`config.mk`:
```
export PLATFORM = sky130hd
export DESIGN_NAME = rx_ring_buffer_line_reader
export DESIGN_NICKNAME = d
export VERILOG_FILES = /design/src/rxrb_pkg.sv /design/src/rxrb_mem.sv /design/src/rxrb_ctrl.sv /design/src/rx_ring_buffer_line_reader.sv
export SDC_FILE = /design/constraint.sdc
export NUM_CORES = 1
export LEC_CHECK = 0
export ABC_CLOCK_PERIOD_IN_PS = 7200
export BUFFER_PORTS_ARGS = -buffer_cell sky130_fd_sc_hd__buf_2
export CAP_MARGIN = 0
export CORE_ASPECT_RATIO = 1.1
export CORE_MARGIN = 3
export CORE_UTILIZATION = 40
export DETAILED_ROUTE_END_ITERATION = 10
export PLACE_DENSITY_LB_ADDON = 0.12
export RECOVER_POWER = 100
export SLEW_MARGIN = 20
export SYNTH_ARGS = -nofsm -noshare
export SYNTH_HDL_FRONTEND = slang
export SYNTH_SLANG_ARGS = --single-unit
```
`constraint.sdc`:
```
create_clock -name clk -period 7.2 [get_ports clk]
set_input_delay 1.44 -clock clk [delete_from_list [all_inputs] [get_ports clk]]
set_output_delay 1.44 -clock clk [all_outputs]
set_load 0.1 [all_outputs]
```
`src/rxrb_pkg.sv`:
```
// Shared types and codes for the receive ring buffer line reader.
// No dependencies; rxrb_ctrl, the top level and the testbench import this package.
`timescale 1ns / 1ps
`default_nettype none

package rxrb_pkg;

	localparam int DEPTH_DEF = 64;

	localparam logic [7:0] CHAR_CR = 8'h0D;
	localparam logic [7:0] CHAR_LF = 8'h0A;

	typedef enum logic [1:0] {
		OP_STORE     = 2'd0,
		OP_READ_ONE  = 2'd1,
		OP_READ_MANY = 2'd2,
		OP_READ_LINE = 2'd3
	} op_t;

	localparam logic [2:0] STAT_STORED  = 3'd0;
	localparam logic [2:0] STAT_DROPPED = 3'd1;
	localparam logic [2:0] STAT_DATA    = 3'd2;
	localparam logic [2:0] STAT_EMPTY   = 3'd3;
	localparam logic [2:0] STAT_LINEEND = 3'd4;
	localparam logic [2:0] STAT_NOLINE  = 3'd5;

	typedef enum logic [1:0] {
		S_IDLE,
		S_READ,
		S_SCAN,
		S_LINE
	} state_t;

	typedef struct packed {
		op_t        op;
		logic [7:0] rx_byte;
		logic [6:0] request_len;
	} rx_item_t;

	typedef struct packed {
		logic [7:0] data;
		logic [2:0] status;
		logic [5:0] fill_level;
		logic       last;
	} rx_result_t;

	typedef struct packed {
		logic       valid;
		rx_result_t beat;
	} emit_t;

endpackage

`default_nettype wire

```
`src/rxrb_mem.sv`:
```
// Byte store of the ring buffer: one write port, one registered read port.
// Depends on nothing but its parameters.
`timescale 1ns / 1ps
`default_nettype none

module rxrb_mem #(
	parameter int DEPTH = 64,
	parameter int AW    = 6
) (
	input  wire logic          clk,
	input  wire logic          we,
	input  wire logic [AW-1:0] waddr,
	input  wire logic [7:0]    wdata,
	input  wire logic [AW-1:0] raddr,
	output logic [7:0]         rdata
);

	logic [7:0] mem [DEPTH];

	always_ff @(posedge clk) begin
		if (we) begin
			mem[waddr] <= wdata;
		end
	end

	always_ff @(posedge clk) begin
		rdata <= mem[raddr];
	end

endmodule

`default_nettype wire

```
`src/rxrb_ctrl.sv`:
```
// Pointer and sequencing logic of the ring buffer: stores, reads and line scans.
// Depends on rxrb_pkg; drives the byte store in rxrb_mem.
`timescale 1ns / 1ps
`default_nettype none

module rxrb_ctrl #(
	parameter int DEPTH = 64,
	parameter int AW    = 6
) (
	input  wire logic              clk,
	input  wire logic              arst_n,
	input  wire logic              start,
	input  wire rxrb_pkg::rx_item_t item,
	output logic                   busy,
	output rxrb_pkg::emit_t        emit,
	output logic                   mem_we,
	output logic [AW-1:0]          mem_waddr,
	output logic [7:0]             mem_wdata,
	output logic [AW-1:0]          mem_raddr,
	input  wire logic [7:0]        mem_rdata
);

	import rxrb_pkg::*;

	state_t state_q, state_d;

	logic [AW-1:0] wp_q, rp_q, iptr_q, end_q, pos_s1;
	logic          pend_s1;
	logic [6:0]    len_q, cnt_q, ocnt_q, icnt_q;

	logic          full, empty, accept, issue;
	logic [6:0]    eff_len;
	logic          rd_last, lf_hit, scan_miss, line_done, line_data;

	function automatic logic [AW-1:0] nxt_f(input logic [AW-1:0] p);
		logic [AW-1:0] r;
		if (p == AW'(DEPTH - 1)) r = '0;
		else r = p + 1'b1;
		return r;
	endfunction

	function automatic logic [5:0] lvl_f(input logic [AW-1:0] w, input logic [AW-1:0] r);
		logic [6:0] wx, rx, dx, diff;
		wx = 7'(w);
		rx = 7'(r);
		dx = 7'(DEPTH);
		if (wx >= rx) diff = wx - rx;
		else diff = wx + dx - rx;
		return diff[5:0];
	endfunction

	assign busy    = (state_q != S_IDLE);
	assign accept  = start && !busy;
	assign full    = (nxt_f(wp_q) == rp_q);
	assign empty   = (wp_q == rp_q);
	assign eff_len = (item.op == OP_READ_ONE) ? 7'd1 : item.request_len;

	// Data-stage conditions; pend_s1 marks a store read whose byte is on mem_rdata.
	assign rd_last   = pend_s1 && ((pos_s1 == wp_q) || (ocnt_q + 7'd1 == len_q));
	assign lf_hit    = pend_s1 && (mem_rdata == CHAR_LF);
	assign scan_miss = !pend_s1 && (iptr_q == wp_q);
	assign line_done = (ocnt_q == cnt_q);
	assign line_data = !line_done && pend_s1 && (mem_rdata != CHAR_CR);

	assign mem_waddr = wp_q;
	assign mem_wdata = item.rx_byte;
	assign mem_raddr = iptr_q;

	always_comb begin
		state_d = state_q;
		case (state_q)
			S_IDLE: begin
				if (accept) begin
					case (item.op)
						OP_READ_ONE, OP_READ_MANY: begin
							if (!empty && eff_len != 7'd0) state_d = S_READ;
						end
						OP_READ_LINE: begin
							if (item.request_len >= 7'd2) state_d = S_SCAN;
						end
						default: state_d = S_IDLE;
					endcase
				end
			end
			S_READ: begin
				if (rd_last) state_d = S_IDLE;
			end
			S_SCAN: begin
				if (lf_hit) state_d = S_LINE;
				else if (scan_miss) state_d = S_IDLE;
			end
			S_LINE: begin
				if (line_done) state_d = S_IDLE;
			end
			default: state_d = S_IDLE;
		endcase
	end

	always_comb begin
		emit   = '0;
		mem_we = 1'b0;
		issue  = 1'b0;
		case (state_q)
			S_IDLE: begin
				if (accept) begin
					emit.beat.last = 1'b1;
					case (item.op)
						OP_STORE: begin
							emit.valid = 1'b1;
							if (!full) begin
								mem_we                = 1'b1;
								emit.beat.status     = STAT_STORED;
								emit.beat.fill_level = lvl_f(nxt_f(wp_q), rp_q);
							end else begin
								emit.beat.status     = STAT_DROPPED;
								emit.beat.fill_level = lvl_f(wp_q, rp_q);
							end
						end
						OP_READ_ONE, OP_READ_MANY: begin
							if (empty || eff_len == 7'd0) begin
								emit.valid           = 1'b1;
								emit.beat.status     = STAT_EMPTY;
								emit.beat.fill_level = lvl_f(wp_q, rp_q);
							end
						end
						OP_READ_LINE: begin
							if (item.request_len < 7'd2) begin
								emit.valid           = 1'b1;
								emit.beat.status     = STAT_NOLINE;
								emit.beat.fill_level = lvl_f(wp_q, rp_q);
							end
						end
						default: emit.valid = 1'b0;
					endcase
				end
			end
			S_READ: begin
				issue = (iptr_q != wp_q) && (icnt_q < len_q);
				if (pend_s1) begin
					emit.valid           = 1'b1;
					emit.beat.data       = mem_rdata;
					emit.beat.status     = STAT_DATA;
					emit.beat.fill_level = lvl_f(wp_q, pos_s1);
					emit.beat.last       = rd_last;
				end
			end
			S_SCAN: begin
				issue = (iptr_q != wp_q) && !lf_hit;
				if (scan_miss) begin
					emit.valid           = 1'b1;
					emit.beat.status     = STAT_NOLINE;
					emit.beat.fill_level = lvl_f(wp_q, rp_q);
					emit.beat.last       = 1'b1;
				end
			end
			S_LINE: begin
				issue = (iptr_q != end_q) && !line_done;
				if (line_done) begin
					emit.valid           = 1'b1;
					emit.beat.status     = STAT_LINEEND;
					emit.beat.fill_level = lvl_f(wp_q, end_q);
					emit.beat.last       = 1'b1;
				end else if (line_data) begin
					emit.valid           = 1'b1;
					emit.beat.data       = mem_rdata;
					emit.beat.status     = STAT_DATA;
					emit.beat.fill_level = lvl_f(wp_q, end_q);
				end
			end
			default: emit = '0;
		endcase
	end

	always_ff @(posedge clk or negedge arst_n) begin
		if (!arst_n) begin
			state_q <= S_IDLE;
			wp_q    <= '0;
			rp_q    <= '0;
			pend_s1 <= 1'b0;
		end else begin
			state_q <= state_d;
			pend_s1 <= issue;
			if (mem_we) wp_q <= nxt_f(wp_q);
			if (state_q == S_READ && pend_s1) rp_q <= pos_s1;
			if (state_q == S_LINE && line_done) rp_q <= end_q;
		end
	end

	always_ff @(posedge clk) begin
		if (issue) begin
			iptr_q <= nxt_f(iptr_q);
			pos_s1 <= nxt_f(iptr_q);
			icnt_q <= icnt_q + 7'd1;
		end
		case (state_q)
			S_IDLE: begin
				iptr_q <= rp_q;
				len_q  <= eff_len;
				cnt_q  <= '0;
				ocnt_q <= '0;
				icnt_q <= '0;
			end
			S_READ: begin
				if (pend_s1) ocnt_q <= ocnt_q + 7'd1;
			end
			S_SCAN: begin
				// The kept count stops at the line buffer size less its terminator.
				if (lf_hit) begin
					end_q  <= pos_s1;
					iptr_q <= rp_q;
				end else if (pend_s1 && mem_rdata != CHAR_CR && cnt_q < len_q - 7'd1) begin
					cnt_q <= cnt_q + 7'd1;
				end
			end
			S_LINE: begin
				if (line_data) ocnt_q <= ocnt_q + 7'd1;
			end
			default: len_q <= len_q;
		endcase
	end

endmodule

`default_nettype wire

```
`src/rx_ring_buffer_line_reader.sv`:
```
// Top level of the receive ring buffer line reader: store, controller, result register.
// Depends on rxrb_pkg, rxrb_mem and rxrb_ctrl.
//
//   channel   handshake      payload                 direction
//   item      start / busy   item   (rx_item_t)      in
//   result    strobe         result (rx_result_t)    out
//
// A store, or any read that ends at once (empty, limit below two), finishes in the idle state.
// A read of n bytes issues one store read per byte through the byte store's registered
// read port. A line read scans the held bytes up to the first LF, then reads the line
// again to deliver its characters, skipping CR. Results are registered and leave in the
// cycle after they form.
// Reset clears both pointers, so the buffer starts empty; the receiver cannot stall.
`timescale 1ns / 1ps
`default_nettype none

module rx_ring_buffer_line_reader #(
	parameter int DEPTH = rxrb_pkg::DEPTH_DEF
) (
	input  wire logic                clk,
	input  wire logic                arst_n,
	input  wire logic                start,
	input  wire rxrb_pkg::rx_item_t  item,
	output logic                     busy,
	output logic                     strobe,
	output rxrb_pkg::rx_result_t     result
);

	import rxrb_pkg::*;

	localparam int AW = $clog2(DEPTH);

	emit_t         emit;
	logic          mem_we;
	logic [AW-1:0] mem_waddr, mem_raddr;
	logic [7:0]    mem_wdata, mem_rdata;

	rxrb_ctrl #(
		.DEPTH (DEPTH),
		.AW    (AW)
	) u_ctrl (
		.clk       (clk),
		.arst_n    (arst_n),
		.start     (start),
		.item      (item),
		.busy      (busy),
		.emit      (emit),
		.mem_we    (mem_we),
		.mem_waddr (mem_waddr),
		.mem_wdata (mem_wdata),
		.mem_raddr (mem_raddr),
		.mem_rdata (mem_rdata)
	);

	rxrb_mem #(
		.DEPTH (DEPTH),
		.AW    (AW)
	) u_mem (
		.clk   (clk),
		.we    (mem_we),
		.waddr (mem_waddr),
		.wdata (mem_wdata),
		.raddr (mem_raddr),
		.rdata (mem_rdata)
	);

	// Each beat is registered here and shown for exactly one cycle.
	always_ff @(posedge clk or negedge arst_n) begin
		if (!arst_n) begin
			strobe <= 1'b0;
		end else begin
			strobe <= emit.valid;
		end
	end

	always_ff @(posedge clk) begin
		if (emit.valid) begin
			result <= emit.beat;
		end
	end

endmodule

`default_nettype wire

```
* Word-level counts from Yosys, hierarchy flattened *
Memories as Yosys holds them, arrays and structs flattened. A register that Yosys moved wholly into a read port is not among the register bits.
Cells that the tools add are included.

operators by class
  $add $sub $neg = 16
  multiply operators = 0
  div/mod/pow operators = 0
  $lt $le $gt $ge = 8
  equal/unequal tests = 28
  shifts and indexed selects = 0
  muxes and demuxes = 58
  bitwise gates (word level) = 0
  reductions and logical operators = 34

operators by type and width
  cell                                                             number
  6-bit two-way mux                                                14
  6-bit subtractor                                                 8
  7-bit two-way mux                                                6
  10-bit one-hot mux with 4 select lines                           1
  9-bit one-hot mux with 3 select lines                            1
  6-bit by 1-bit adder with 6-bit output, second input constant    4
  6-bit equality test                                              4
  6-bit greater-or-equal comparator                                4
  7-bit by 1-bit adder with 7-bit output, second input constant    3
  7-bit one-hot mux with 3 select lines                            1
  10-bit two-way mux                                               2
  19-bit two-way mux                                               1
  18-bit two-way mux                                               1
  9-bit two-way mux                                                2
  8-bit two-way mux                                                2
  8-bit one-hot mux with 2 select lines                            1
  7-bit equality test                                              2
  1-bit logical AND                                                14
  7-bit less-than comparator                                       2
  2-bit two-way mux                                                7
  7-bit one-hot mux with 2 select lines                            1
  6-bit equality test, second input constant                       2
  1-bit two-way mux                                                12
  2-bit by 1-bit != test with 1-bit output, second input constant  6
  27 further kinds                                                 43

storage, ports and cells
  flip-flop bits (word level) = 80
  latch bits = 0
  memory bits (writable) = 512
  memory bits (read-only) = 0
  logic and storage cells = 161
  memories kept = 1

memories
  name       words  width  rd ports  clocked after memory_dff  write ports  line            RTL
  u_mem.mem  64     8      1         1                         1            rxrb_mem.sv:18  logic [7:0] mem [DEPTH];

* Depth between registers and ports, before layout *
  word-level depth = 14
  gate-level depth with buffers = 12
  gate-level depth less buffers = 11

* By module *
Synthesis repeated with hierarchy kept, for this count alone.

second synthesis, totals
  cells, all modules = 1561
  area, all modules = 26028.7 um2

modules (own cells, without submodules)
  module                      times used  cells an instance  area an instance (um2)
  rxrb_mem                    1           967                20236.9
  rxrb_ctrl                   1           575                5226.3
  rx_ring_buffer_line_reader  1           19                 565.5

* Worst setup path before layout *
No wires, ideal clock.

  path kind = register -> register
  start = register u_ctrl.wp_q[1], in the netlist u_ctrl.mem_waddr[1]
  end = memory u_mem.mem[56][0] (enable)
  setup time = 370 ps
  arrival time = 3069 ps
  required time = 6830 ps
  setup slack = 3760 ps
  stages on the path, launching flop included = 11
  period minus slack after synthesis = 3440 ps
  cell sequence = dfrtp_1 ha_1 nand3_1 xnor2_1 ha_1 and3_1 nand3_1 o2111ai_1 or4_1 clkbuf_1 nor2_1

on the way
  word-level cells in the longest chain between the ends = 9
  elaborated cells on any way between the ends = 10
  classes of those cells = 1 x add/sub; 2 x eq/ne; 7 x mux

ends and longest elaborated chain
  item                                                                                  line                              RTL
  start, declared                                                                       rxrb_ctrl.sv:27                   logic [AW-1:0] wp_q, rp_q, iptr_q, end_q, pos_s1;
  start signal, assigned                                                                rxrb_ctrl.sv:183                  if (mem_we) wp_q <= nxt_f(wp_q);
  6-bit by 1-bit adder with 6-bit output / 6-bit equality test (equally long branches)  rxrb_ctrl.sv:38, rxrb_ctrl.sv:37
  6-bit two-way mux                                                                     rxrb_ctrl.sv:37                   if (p == AW'(DEPTH - 1)) r = '0;
  6-bit equality test                                                                   rxrb_ctrl.sv:54                   assign full = (nxt_f(wp_q) == rp_q);
  1-bit two-way mux                                                                     rxrb_ctrl.sv:110                  if (!full) begin
  1-bit two-way mux                                                                     rxrb_ctrl.sv:107                  case (item.op)
  1-bit two-way mux                                                                     rxrb_ctrl.sv:105                  if (accept) begin
  1-bit two-way mux                                                                     rxrb_ctrl.sv:103                  case (state_q)
  1-bit two-way mux                                                                     rxrb_mem.sv:21                    if (we) begin
  1-bit two-way mux (not written as such)                                               rxrb_mem.sv:22                    mem[waddr] <= wdata;
  end, declared                                                                         rxrb_mem.sv:18

Parallel ways exist; a longest one is shown, timed or not.

==> results.cfg <==
[power]
power_frac_seq = 0.397
internal_power_mw = 7.479
p_total_mw = 11.09
p_per_area_nw_per_um2 = 388.2
p_sw_frac = 0.3254
power_frac_clock = 0.300
p_leak_nw = 9.234
power_switching_mw = 3.607
peakVddDrop_mv = 0.2066
pwr-share-comb = 0.303

[detailed_routing]
wl_mm = 64.72
num_vias = 13090
vias_per_cell = 5.601
firstDrtPassIters = 5
drt_iter0_markers = 932
routedWlPerCell_um = 27.69
drc = 0
ant_nets = 0

[cts]
cts_tree = done
holdBufCountCts = 0
clk_latency_ns = 0.61
clockBufferDepth = 3
numCtsBuffers = 66
cts_htree_levels = 3
cts.reportedPaths.clkPinSlew_ns = 0.06
clkSinkCount = 600
cts_resized = 0
clock-root-buffer = clkbuf_16
post_cts_buffers = 0

[placement]
dp_slack_ns = 2.292
gp_congestion = 0.8194
dpl.hpwl_mm = 40.59
port_buffers = 39

[logic_synthesis]
avgSynthCellArea_sq_um = 18.14
yosys_register_bits = 600
yosys_most_used_dff = edfxtp_1
postSynthCellCount = 1402
yosysMostFrequentCell = edfxtp_1
syn_nets = 1474
async_reset_ff_frac = 0.02667
yosysSeqAreaShare = 0.6969
yosysWarnings = 0
synth.largest_area_cell = edfxtp_1
synth_edf_count = 563
synth_commonest_cells = edfxtp_1 (563), mux4_2 (160), nor2_1 (116)
synth_cell_types = 70
synth.area.top_cells = edfxtp_1 (66%), mux4_2 (14%), ha_1 (2.4%)
syn_area_sq_um = 25440
yosysTopAreaCellShare = 0.6646

[min_path]
holdPathStages = 0
hp-class = reg2reg

[worst_setup_path]
max_stage_delay_ns = 1.93
cp.required_ns = 7.64
worst-r2r-cell-count = 5
cp.arrival_ns = 5.90
cp_common_cell = mux4_2
crit_fanout = 32
crit_slowest_cell = clkbuf_1
worst_setup_path_start_kind = flop
path_delay_family = buffers and inverters
crit_path_cell_trace = clkbuf_1, mux4_2, mux4_2, a22oi_1, nand2_1
ff2ff_setup_slack_ns = 1.74
critPathBufInv = 1
critical_path_class = reg2reg
crit_path_end_kind = flop
worst-path-stages = 5

[global_routing]
antenna_found_initial = 0
grt_max_degree = 76
grt-ovfl-total = 0
grt_pass1_wl_mm = 95.50
track_usage = 0.1978
grt_pass1_vias = 13720

[finish]
nets = 1524
num_antenna_cells = 0
synthToLayoutAreaGrowth_pct = 12.27
drive_above_1_share = 0.1922

[die]
ioPinCount = 40
dieArea_sq_um = 66660
core-area_sq_um = 62700
rows = 96
fp.dieW_um = 246.4
initial_utilization = 0.4057
die_h_um = 270.5

[sta]
max_freq_mhz = 183.3
final_hold_viol_count = 0
fin_crit_ns = 5.455
final.period_utilization = 0.7577
max_slew.worst_pin.slew_ns = 4.020
rsz0062_at_grt = false
setup_slack_ns = 1.745
final_max_slew_viol_count = 584
worst_clock_skew_ns = 0.02809
setup_viol = 0
relSlewSlack = -1.680
finalSetupTns_ns = 0

[flow_run]
maxCapViolCount = 10

[outcome]
failed_checks = max-capacitance violations, max-slew violations
status = finished with violations
## placed cells by master, fill, tap and decap left out, types with 5 or more instances in the layout
cell	instances
dfrtp_1	16
nor2b_1	18
nor3_1	6
a22oi_1	17
nand3_1	22
a21oi_1	30
inv_1	37
and2_0	7
o21ai_0	23
dfxtp_1	18
xor2_1	39
mux2i_1	14
nand4_1	7
or3_1	8
a21o_1	8
xnor2_1	21
clkinv_2	9
bufinv_16	5
nand2_1	48
mux4_2	160
clkinvlp_4	8
nor2_1	116
and3_1	6
clkbuf_1	47
clkinv_1	10
clkbuf_16	68
o22ai_1	9
buf_2	9
edfxtp_1	563
ha_1	48
## sequential cells by signal, indices dropped and copies added, names as in the netlist, 2 cells and up
name,count
u_ctrl.rp_q,6
u_ctrl.ocnt_q,7
u_mem.mem,512
result,18
u_ctrl.icnt_q,7
u_ctrl.mem_raddr,6
u_ctrl.pos_s1,6
u_mem.rdata,8
u_ctrl.cnt_q,7
u_ctrl.mem_waddr,6
u_ctrl.state_q,2
u_ctrl.len_q,7
u_ctrl.end_q,6
## path summary, 6_finish.rpt
| kind | start | to |
|---|---|---|
| min reg2reg | u_ctrl.pos_s1[4] | u_ctrl.end_q[4] |
| min | u_ctrl.pos_s1[4] | u_ctrl.end_q[4] |
| max reg2reg | u_ctrl.mem_raddr[0] | u_mem.rdata[0] |
| max | u_ctrl.mem_raddr[0] | u_mem.rdata[0] |
| max in group asynchronous | arst_n | u_ctrl.state_q[1] |
| min in group asynchronous | arst_n | u_ctrl.mem_waddr[2] |
## kinds of logic after synthesis
group,count (synthesis),share of synthesized area
flops,600,0.6969
simple gates,273,0.05194
mux,179,0.1494
compound gates,131,0.03581
buf+inv,104,0.01594
xor+xnor,63,0.02331
fa+ha+maj,52,0.02676
## power by group through the flow
stage,registers [mW],clock network [mW],logic (mW)
final,4.40,3.33,3.36
after global routing,4.44,3.55,3.63
after CTS,4.39,3.40,3.40
after detailed placement,4.47,0,3.39
after global placement,4.46,0,3.40
after floorplan,4.34,0,2.49
## routing by layer
layer / global-route usage / share of wire / vias up
li1: - / - / 5713
met1: 0.2711 / 0.43 / 6900
met2: 0.3292 / 0.50 / 396
met3: 0.03291 / 0.051 / 81
met4: 0.05192 / 0.019 / 0
met5: 0 / 0 / -
## cell type report
type	instances	area, sq um
Clock buffer	82	1764
Clock inverter	38	380.4
Fill cell	5394	34140
Inverter	39	147.6
Multi-Input combinational cell	698	7277
Sequential cell	600	17730
Tap cell	833	1042
Timing Repair Buffer	47	215.2
## stage by stage
step	hold WS, ns	area [sq um]	std cells	util
3_3_place_gp	0.4844	26520	2216	0.4229
2_1_floorplan	0.4492	25440	1402	-
5_1_grt	0.5409	28560	2337	0.4555
3_5_place_dp	0.5008	26530	2217	0.4232
6_report	0.5165	28560	2337	0.4555
4_1_cts	0.5144	28680	2337	0.4574
## worst reg2reg max path, cell delays in order (launching register included)
cell and delay (ns):
dfxtp_1 1.77, clkbuf_1 1.95, mux4_2 0.75, mux4_2 0.54, a22oi_1 0.18, nand2_1 0.12
Power figures use the tool's default switching activity.
